==> config.mk <==
export PLATFORM = sky130hd
export DESIGN_NAME = bts_front
export DESIGN_NICKNAME = d
export VERILOG_FILES = /design/src/rtl/core/bts_front.sv
export SDC_FILE = /design/constraint.sdc
export NUM_CORES = 1
export LEC_CHECK = 0
export ABC_AREA = 0
export BUFFER_PORTS_ARGS = -buffer_cell sky130_fd_sc_hd__buf_2
export CAP_MARGIN = 20
export CORE_MARGIN = 8
export CORE_UTILIZATION = 40
export DETAILED_ROUTE_END_ITERATION = 10
export PLACE_DENSITY = 0.69
export SYNTH_ARGS = -nofsm -noshare
export SYNTH_HDL_FRONTEND = slang
export SYNTH_SLANG_ARGS = --single-unit
==> constraint.sdc <==
create_clock -name vclk -period 8.93
set_input_delay 0.893 -clock vclk [all_inputs]
set_output_delay 0.893 -clock vclk [all_outputs]
set_load 0.05 [all_outputs]
==> src/rtl/core/bts_front.sv <==
// Front part: axis split of a sample into cell indices and weights.
// Depends on nothing.
module bts_front #(
  parameter int unsigned MAX_SIDE = 256,
  parameter int unsigned SW = $clog2(MAX_SIDE + 1)
) (
  input  logic [31:0]   coord,
  input  logic [SW-1:0] side,
  output logic [SW-1:0] i0,
  output logic [SW-1:0] i1,
  output logic [15:0]   wt
);
  logic [SW-1:0]    sm1;
  logic [SW+15:0]   p;
  logic [SW:0]      nx;
  always_comb begin
    sm1 = side - SW'(1);
    p   = (SW+16)'(coord[15:0]) * (SW+16)'(sm1);
    i0  = p[SW+15:16];
    wt  = p[15:0];
    nx  = {1'b0, i0} + (SW+1)'(1);
    i1  = (nx < {1'b0, sm1}) ? nx[SW-1:0] : sm1;
  end
endmodule

==> tab_implementation.tex <==
\begin{tabular}{lr}
\hline
Metric & Value \\
\hline
\multicolumn{2}{l}{\textbf{Routing}} \\
\quad Post-detailed-routing wire length & 14400 um \\
\quad Sum of met3 wire segment lengths after detailed routing & 451 um \\
\quad Met2 routed WL & 7680 um \\
\quad Post-DR vias/cell & 5.01 \\
\quad First drt pass iteration count & 4 \\
\quad Number of nets with antenna violations after routing & 0 \\
\quad Uppermost routed layer & met4 \\
\quad Starting DRT DRC Count & 158 \\
\quad Detailed-route via count & 4772 \\
\quad Metal-1 WL & 6020 um \\
\quad DRC violations left & 0 \\
\quad Detail-routed net length per standard cell & 15.1 um \\
\multicolumn{2}{l}{\textbf{Placed design}} \\
\quad Routability congestion estimate & 0.847 \\
\quad Final HPWL DP & 12200 um \\
\quad Number of buffer cells added on primary ports & 59 \\
\multicolumn{2}{l}{\textbf{Floorplan}} \\
\quad Height of the die & 132 um \\
\quad Rows & 42 \\
\quad Core box area & 0.0132 mm\^{}2 \\
\quad Initial core utilization & 40.6\% \\
\quad Die width & 132 um \\
\quad I/O pins & 75 \\
\quad Die Area & 0.0174 mm\^{}2 \\
\multicolumn{2}{l}{\textbf{Worst setup path}} \\
\quad Top cell family by delay on the critical path & adder cells \\
\quad Worst-path maximum fanout & 6 \\
\quad Most frequent cell on the critical path & fa\_1 \\
\quad Crit path max-delay cell type & fa\_1 \\
\quad Kind of end point of the critical path & primary output \\
\quad Worst path required time & 8040 ps \\
\quad Path length in cells of the critical path & 31 \\
\quad Critical path launch point type & input pin \\
\quad Arrival time worst endpoint & 8170 ps \\
\quad Critical Path Max Stage Delay & 540 ps \\
\quad Class of the most critical setup path & in -> out \\
\quad CP bufs+invs & 7 \\
\multicolumn{2}{l}{\textbf{Global route}} \\
\quad Number of antenna violations at the first check in global routing & 0 \\
\quad Vias in the first global route & 5314 \\
\quad Largest net degree at the start of global routing & 19 \\
\quad Final global-route overflow total & 0 \\
\quad Global-route usage over all layers & 17.0\% \\
\quad Wire length of the first global-routing pass & 25300 um \\
\multicolumn{2}{l}{\textbf{STA}} \\
\quad Final clock period utilization by the worst path & 101\% \\
\quad Total count of hold-check failures in the final report & 0 \\
\quad Maximum operating frequency & 110 MHz \\
\quad Worst relative slew slack & 64.0\% \\
\quad Setup total negative slack & -745 ps \\
\quad Max-slew violation count & 0 \\
\quad Period minus WS final & 9060 ps \\
\quad Worst hold-check slack & 2270 ps \\
\quad Total of endpoints with negative setup slack in the final report & 9 \\
\quad Setup WS post-layout & -131 ps \\
\quad Worst-Margin Slew & 535 ps \\
\quad Setup repair after global routing missed its margin & true \\
\multicolumn{2}{l}{\textbf{Synth}} \\
\quad Combinational family with the most area after synthesis & adder cells \\
\quad Number of different library cells in the post-synthesis netlist & 58 \\
\quad Sequential fraction of the synthesis area & 0\% \\
\quad Post-Syn Nets & 828 \\
\quad Synth Area in Simple Gates & 21.5\% \\
\quad Yosys warns & 0 \\
\quad Cells after Synth & 633 \\
\quad Fraction of the mapped netlist area in compound gates & 9.78\% \\
\quad Synthesized area per cell & 8.47 um\^{}2 \\
\quad Share of synthesized area spent on multiplexers & 2.15\% \\
\quad Xor and xnor fraction of the mapped netlist area & 5.58\% \\
\quad Share of synthesized cell area in full adder, half adder and majority cells & 49.8\% \\
\quad Cell area after technology mapping & 0.00536 mm\^{}2 \\
\multicolumn{2}{l}{\textbf{Hold path}} \\
\quad Cells on Worst Hold Path & 3 \\
\quad Min-delay worst type & in -> out \\
\quad Endpoint of the worst hold path & wt[0] \\
\quad Source of the worst hold timing path & coord[0] \\
\multicolumn{2}{l}{\textbf{Cells and area}} \\
\quad Final-layout clock buffer total & 0 \\
\quad Number of filler cells placed in the layout & 1204 \\
\quad Final sequential cell count & 0 \\
\quad Number of antenna repair diodes & 0 \\
\quad Area taken by flip-flops and latches & 0 um\^{}2 \\
\quad Final-stage net count & 974 \\
\quad Fraction of final layout cells sized beyond drive strength 1 & 33.3\% \\
\quad Area delta synth->final & 35.0\% \\
\quad Combined area of the multi-input logic cells & 0.00529 mm\^{}2 \\
\multicolumn{2}{l}{\textbf{CTS}} \\
\quad Number of hold-repair buffers added at the cts stage & 0 \\
\multicolumn{2}{l}{\textbf{Run status}} \\
\quad Failing checks & setup timing \\
\quad Outcome & complete, but fails checks \\
\multicolumn{2}{l}{\textbf{Run}} \\
\quad Count of maximum capacitance violations & 0 \\
\hline
\end{tabular}
final cells by class:
type,count,area share (%)
Multi-Input combinational cell,479,73.1
Timing Repair Buffer,161,16.5
Tap cell,176,3.04
Inverter,137,7.38
cells by family (layout without fill, tap and decap cells):
group | count (synthesis) | after routing
adders and majority gates | 154 | 154
buffers and inverters | 154 | 298
AOI/OAI and AO/OA | 74 | 74
xor gates and xnor gates | 32 | 32
muxes | 9 | 9
and+or+nand+nor | 210 | 210
worst max-delay path by stage:
stage | from | end | slack, ps
after global routing | side[0] | i1[8] | -420
after CTS | side[0] | i1[2] | -140
after detailed placement | side[1] | i1[8] | -560
final | side[0] | i1[8] | -130
after floorplan | side[0] | i1[0] | -150
after global placement | side[1] | i1[8] | -440
routing by layer:
metal	global-route usage [%]	vias up
li1	-	2263
met2	32.3	95
met5	0	-
met4	3.19	0
met3	1.14	23
met1	20.7	2391
Yosys cell counts (13+ instances only):
master,instances,area (um^2)
inv_1,136,510
fa_1,99,1980
and2_1,71,444
nand2_1,63,236
ha_1,55,688
a21oi_1,24,120
xnor2_1,22,193
clkbuf_1,14,52.6
nor2b_1,14,87.6
nand2b_1,13,81.3
nor2_1,13,48.8
placed cells by master (no fill, tap or decap), types with 13 or more instances in the layout:
| master | n |
|---|---|
| inv_1 | 126 |
| fa_1 | 97 |
| buf_4 | 96 |
| and2_1 | 65 |
| nand2_1 | 60 |
| buf_2 | 48 |
| ha_1 | 40 |
| xnor2_1 | 16 |
| nor2b_1 | 14 |
| a21oi_1 | 14 |
| nand2b_1 | 13 |
stage by stage:
stage / worst slack [ps] / area [um^2] / instances / utilization, %
floorplan: -146 / 5770 / 633 / -
global placement: -441 / 6880 / 944 / 52.2
detailed placement: -556 / 6880 / 944 / 52.2
CTS: -136 / 7160 / 951 / 54.2
global route: -416 / 7240 / 953 / 54.9
finish: -131 / 7240 / 953 / 54.9
repair_timing:
item,4_1_cts,5_1_grt
buffers inserted,7,2
pin swaps,39,8
gates resized for setup,48,17
endpoints found under the setup margin,9,9
Power is left out: the tool's default activity adds up to more than one toggle a clock period on the data nets, which glitch-free logic cannot reach.
