===== src/rtl/core/bts_blend.sv =====
// Back part: bilinear blend of one byte channel, x pass registered.
// Depends on nothing.
module bts_blend (
  input  logic        clk,
  input  logic        en1,
  input  logic [7:0]  a,
  input  logic [7:0]  b,
  input  logic [7:0]  c,
  input  logic [7:0]  d,
  input  logic [15:0] dx,
  input  logic [15:0] dy,
  output logic [15:0] res
);
  logic [24:0] top_r, bot_r;
  logic [16:0] dy_r;
  logic [16:0] ndx;
  logic [16:0] ndy;
  logic [41:0] all;
  always_comb begin
    ndx = 17'h10000 - 17'(dx);
    ndy = 17'h10000 - dy_r;
    all = 42'(top_r) * 42'(ndy) + 42'(bot_r) * 42'(dy_r);
    res = all[39:24];
  end
  always_ff @(posedge clk) begin
    if (en1) begin
      top_r <= 25'(a) * 25'(ndx) + 25'(b) * 25'(dx);
      bot_r <= 25'(c) * 25'(ndx) + 25'(d) * 25'(dx);
      dy_r  <= 17'(dy);
    end
  end
endmodule

===== config.mk =====
export PLATFORM = sky130hd
export DESIGN_NAME = bts_blend
export DESIGN_NICKNAME = d
export VERILOG_FILES = /design/src/rtl/core/bts_blend.sv
export SDC_FILE = /design/constraint.sdc
export NUM_CORES = 2
export LEC_CHECK = 0
export ABC_AREA = 1
export BUFFER_PORTS_ARGS = -buffer_cell sky130_fd_sc_hd__buf_4
export CAP_MARGIN = 10
export CORE_UTILIZATION = 40
export CTS_CLUSTER_DIAMETER = 50
export DETAILED_ROUTE_END_ITERATION = 6
export PLACE_DENSITY_LB_ADDON = 0.08
export SLEW_MARGIN = 20
export SYNTH_ARGS = -nofsm -noshare
export SYNTH_HDL_FRONTEND = slang
export SYNTH_SLANG_ARGS = --single-unit
export TNS_END_PERCENT = 30

===== constraint.sdc =====
create_clock -name clk -period 7.8 [get_ports clk]
set_input_delay 0.39 -clock clk [delete_from_list [all_inputs] [get_ports clk]]
set_output_delay 0.39 -clock clk [all_outputs]
set_load 0.03 [all_outputs]

==> run_results.csv <==
group,metric,value,unit
route,route.antenna.remaining_nets,0,
global_routing,met1_usage,32.6,%
setup_path,worstSetupEndpointType,"primary output",
global_routing,largest_net_degree_at_the_start_of_global_routing,50,
placed_design,placement.cell_area,0.0500,mm2
clocking,cts.hold.buffers_added,0,
die,die_width,341,um
route,vias_per_cell,4.76,
finish,stdcell_count,7310,
die,boundaryPins,82,
sta,slew_viol_final,0,
worst_hold_path,timing.hold.worst.start,"dy[13]",
synthesis,ys_types,55,
global_routing,globalRouteMet2Util,44.2,%
synthesis,netlist_instances,5603,
global_routing,grt_first_pass_wirelength,221,mm
die,initial_core_util,40.5,%
finish,layout_common_cells,"1691 x inv_1, 1241 x nand2_1, 1149 x fa_1",
synthesis,synth_sequential_area_ratio,4.32,%
clocking,clk_pin_slew_worst_paths,0.09,ns
clocking,clock_tree.root_cell,"clkbuf_16",
global_routing,globalRouteTotalUtil,25.4,%
sta,slew_headroom,51.7,%
finish,final_design_area_excluding_fillers,0.0513,mm2
finish,areaGrowthSynthToFinish,12.0,%
finish,fillCellCount,11566,
sta,tightestPinTransition,0.724,ns
synthesis,post_synth_instance_area,0.0458,mm2
synthesis,edff_count_synth,66,
outcome,outcome,"finished with violations",
sta,period_minus_slack,8.50,ns
synthesis,synthArstFlopShare,0,%
die,rows,123,
global_routing,antenna_found_initial,2,
placed_design,place.gp.congestion,0.925,
clocking,cts-buffers-inserted,9,
run,max_cap_violations,0,
setup_path,critical-path-slowest-cell,"fa_1",
global_routing,first_global_vias,37125,
synthesis,postSynthAreaPerCell,8.18,um2
sta,final_hold_viol_count,0,
synthesis,yosysWarningCount,0,
placed_design,cell_count_after_placement,7270,
setup_path,critical_path.max_stage_delay,0.54,ns
global_routing,grt_util_met3,1.36,%
die,core_region_area,0.113,mm2
placed_design,dp_hpwl,126,mm
die,floorplan.die_area,0.116,mm2
setup_path,critPathKind,"reg2out",
placed_design,buffer_ports.inserted,81,
global_routing,grt_most_used_layer,"met2",
route,drc_errors,0,
setup_path,critPathLaunch,"dy_r[0]$_DFFE_PP_",
sta,setup_viol,16,
worst_hold_path,whs_path_depth,1,
die,die_height,341,um
worst_hold_path,hold_class,"in2reg",
sta,unrepaired_setup_endpoints_after_global_routing,"yes",
sta,max_freq,118,MHz
clocking,cts.sinks,66,
synthesis,synth.ff_latch_count,66,
finish,layout_commonest_cell,"inv_1",
finish,finalNetCount,7377,
synthesis,postSynthNetCount,7176,
finish,postLayoutCoreUtil,45.4,%
route,routed_wirelength,143,mm
setup_path,crit_required,7.41,ns
finish,final_layout_size_suffix_gt1_share,11.5,%
global_routing,grt_remaining_overflow,0,
route,num_vias,34822,
setup_path,critical-path-top-cell-by-count,"fa_1",
setup_path,crit_fanout,6,
route,avgRoutedWirePerCell,19.5,um
route,drtPass1Iterations,5,
clocking,clockBufferDepth,2,
route,drtIter0Drc,1831,
synthesis,synth_flop_cell,"edfxtp_1",
setup_path,cp-start-kind,"register",
clocking,cts_tree,"yes",
setup_path,worst_endpoint_data_arrival_time,8.11,ns
sta,timing.final.crit_share,109,%
outcome,failing_checks,"negative setup slack",
sta,layout_setup_ws,-0.702,ns
placed_design,preCtsSetupSlack,-0.549,ns
clocking,cts_max_level,3,
kinds of logic (layout without fill, tap and decap cells):
group           after synthesis  after routing  share of synthesized area (%)
buf+inv                    1981           2187                           16.4
simple gates               1783           1783                           15.4
fa+ha+maj                  1507           1507                           60.2
compound gates              199            199                           2.38
xor+xnor                     67             67                           1.30
flops                        66             66                           4.32
other cells                   0              1                              0
metal layers:
layer / wire (um) / vias to the layer above
met3: 4040 / 180
met5: 0 / -
li1: - / 16048
met4: 7450 / 0
met1: 59800 / 17888
met2: 71600 / 706
worst paths after layout:
path / endpoint / slack (ns)
worst min-delay path: dy_r[13]$_DFFE_PP_ / 0.15
worst max-delay path: res[14] / -0.70
stage by stage:
stage          hold slack, ns  setup TNS [ns]
2_1_floorplan           0.489          -0.459
3_3_place_gp            0.572           -5.36
3_5_place_dp            0.569           -5.82
4_1_cts                 0.131           -9.63
5_1_grt                 0.140          -14.91
6_report                0.153           -9.20
cell usage after synthesis (2+ instances only):
| cell | instances | share of area (%) |
|---|---|---|
| nand2_4 | 2 | 0.049 |
| nand2_2 | 15 | 0.20 |
| o21a_1 | 2 | 0.033 |
| inv_1 | 1713 | 14 |
| or2_2 | 3 | 0.041 |
| or2_1 | 2 | 0.027 |
| nor2_2 | 14 | 0.19 |
| o21ai_1 | 7 | 0.076 |
| nand4_1 | 17 | 0.23 |
| a21oi_1 | 92 | 1.0 |
| buf_6 | 6 | 0.15 |
| xor2_1 | 47 | 0.90 |
| ha_1 | 345 | 9.4 |
| nand3_1 | 48 | 0.52 |
| nor2_4 | 4 | 0.098 |
| edfxtp_1 | 66 | 4.3 |
| fa_1 | 1162 | 51 |
| o31ai_1 | 2 | 0.033 |
| o211a_1 | 2 | 0.044 |
| nand2_1 | 1267 | 10 |
| a21o_1 | 7 | 0.11 |
| buf_4 | 2 | 0.033 |
| clkbuf_1 | 191 | 1.6 |
| nor2_1 | 380 | 3.1 |
| inv_4 | 2 | 0.027 |
| nor3_1 | 12 | 0.13 |
| clkinv_1 | 11 | 0.090 |
| nand3b_1 | 2 | 0.033 |
| inv_2 | 5 | 0.041 |
| nand4_2 | 3 | 0.082 |
| o211ai_1 | 3 | 0.049 |
| o21ai_0 | 61 | 0.67 |
| o21bai_1 | 3 | 0.049 |
| buf_1 | 28 | 0.23 |
| a31oi_1 | 13 | 0.18 |
| xnor2_1 | 19 | 0.36 |
| buf_2 | 20 | 0.22 |
| nor4_1 | 8 | 0.11 |
layout make-up:
cell class | count | area (um2) | share of cell area (%)
multi-input cells | 3556 | 37100 | 72.3
well taps | 1500 | 1880 | 3.66
inverters | 1732 | 6520 | 12.7
clock inverters | 6 | 115 | 0.224
clock buffers | 10 | 229 | 0.446
repair buffers | 439 | 3500 | 6.82
diodes | 1 | 2.50 | 0.00488
flip-flops and latches | 66 | 1980 | 3.86
critical path: cells and delay by family (launching register included):
family                     cells  cell delay [ns]
adders and majority gates     10             4.35
buffers and inverters         13             1.14
AOI/OAI and AO/OA              4             0.78
and+or+nand+nor                7             0.69
DFF                            1             0.42
xor gates and xnor gates       2             0.34
registers in the layout, summed over array words and instances, names as in the netlist:
| name | count |
|---|---|
| bot_r | 25 |
| dy_r | 16 |
| top_r | 25 |
what timing repair did:
item | CTS | global route
hold endpoints to repair | 0 | 0
pin swaps | 70 | 48
buffers inserted | 20 | 4
gates resized for setup | 144 | 63
cloned | 1 | 0
endpoints found under the setup margin | 16 | 16
Power is not shown: default switching activity piles up to over one toggle a cycle in this logic, so the estimate is an artifact.
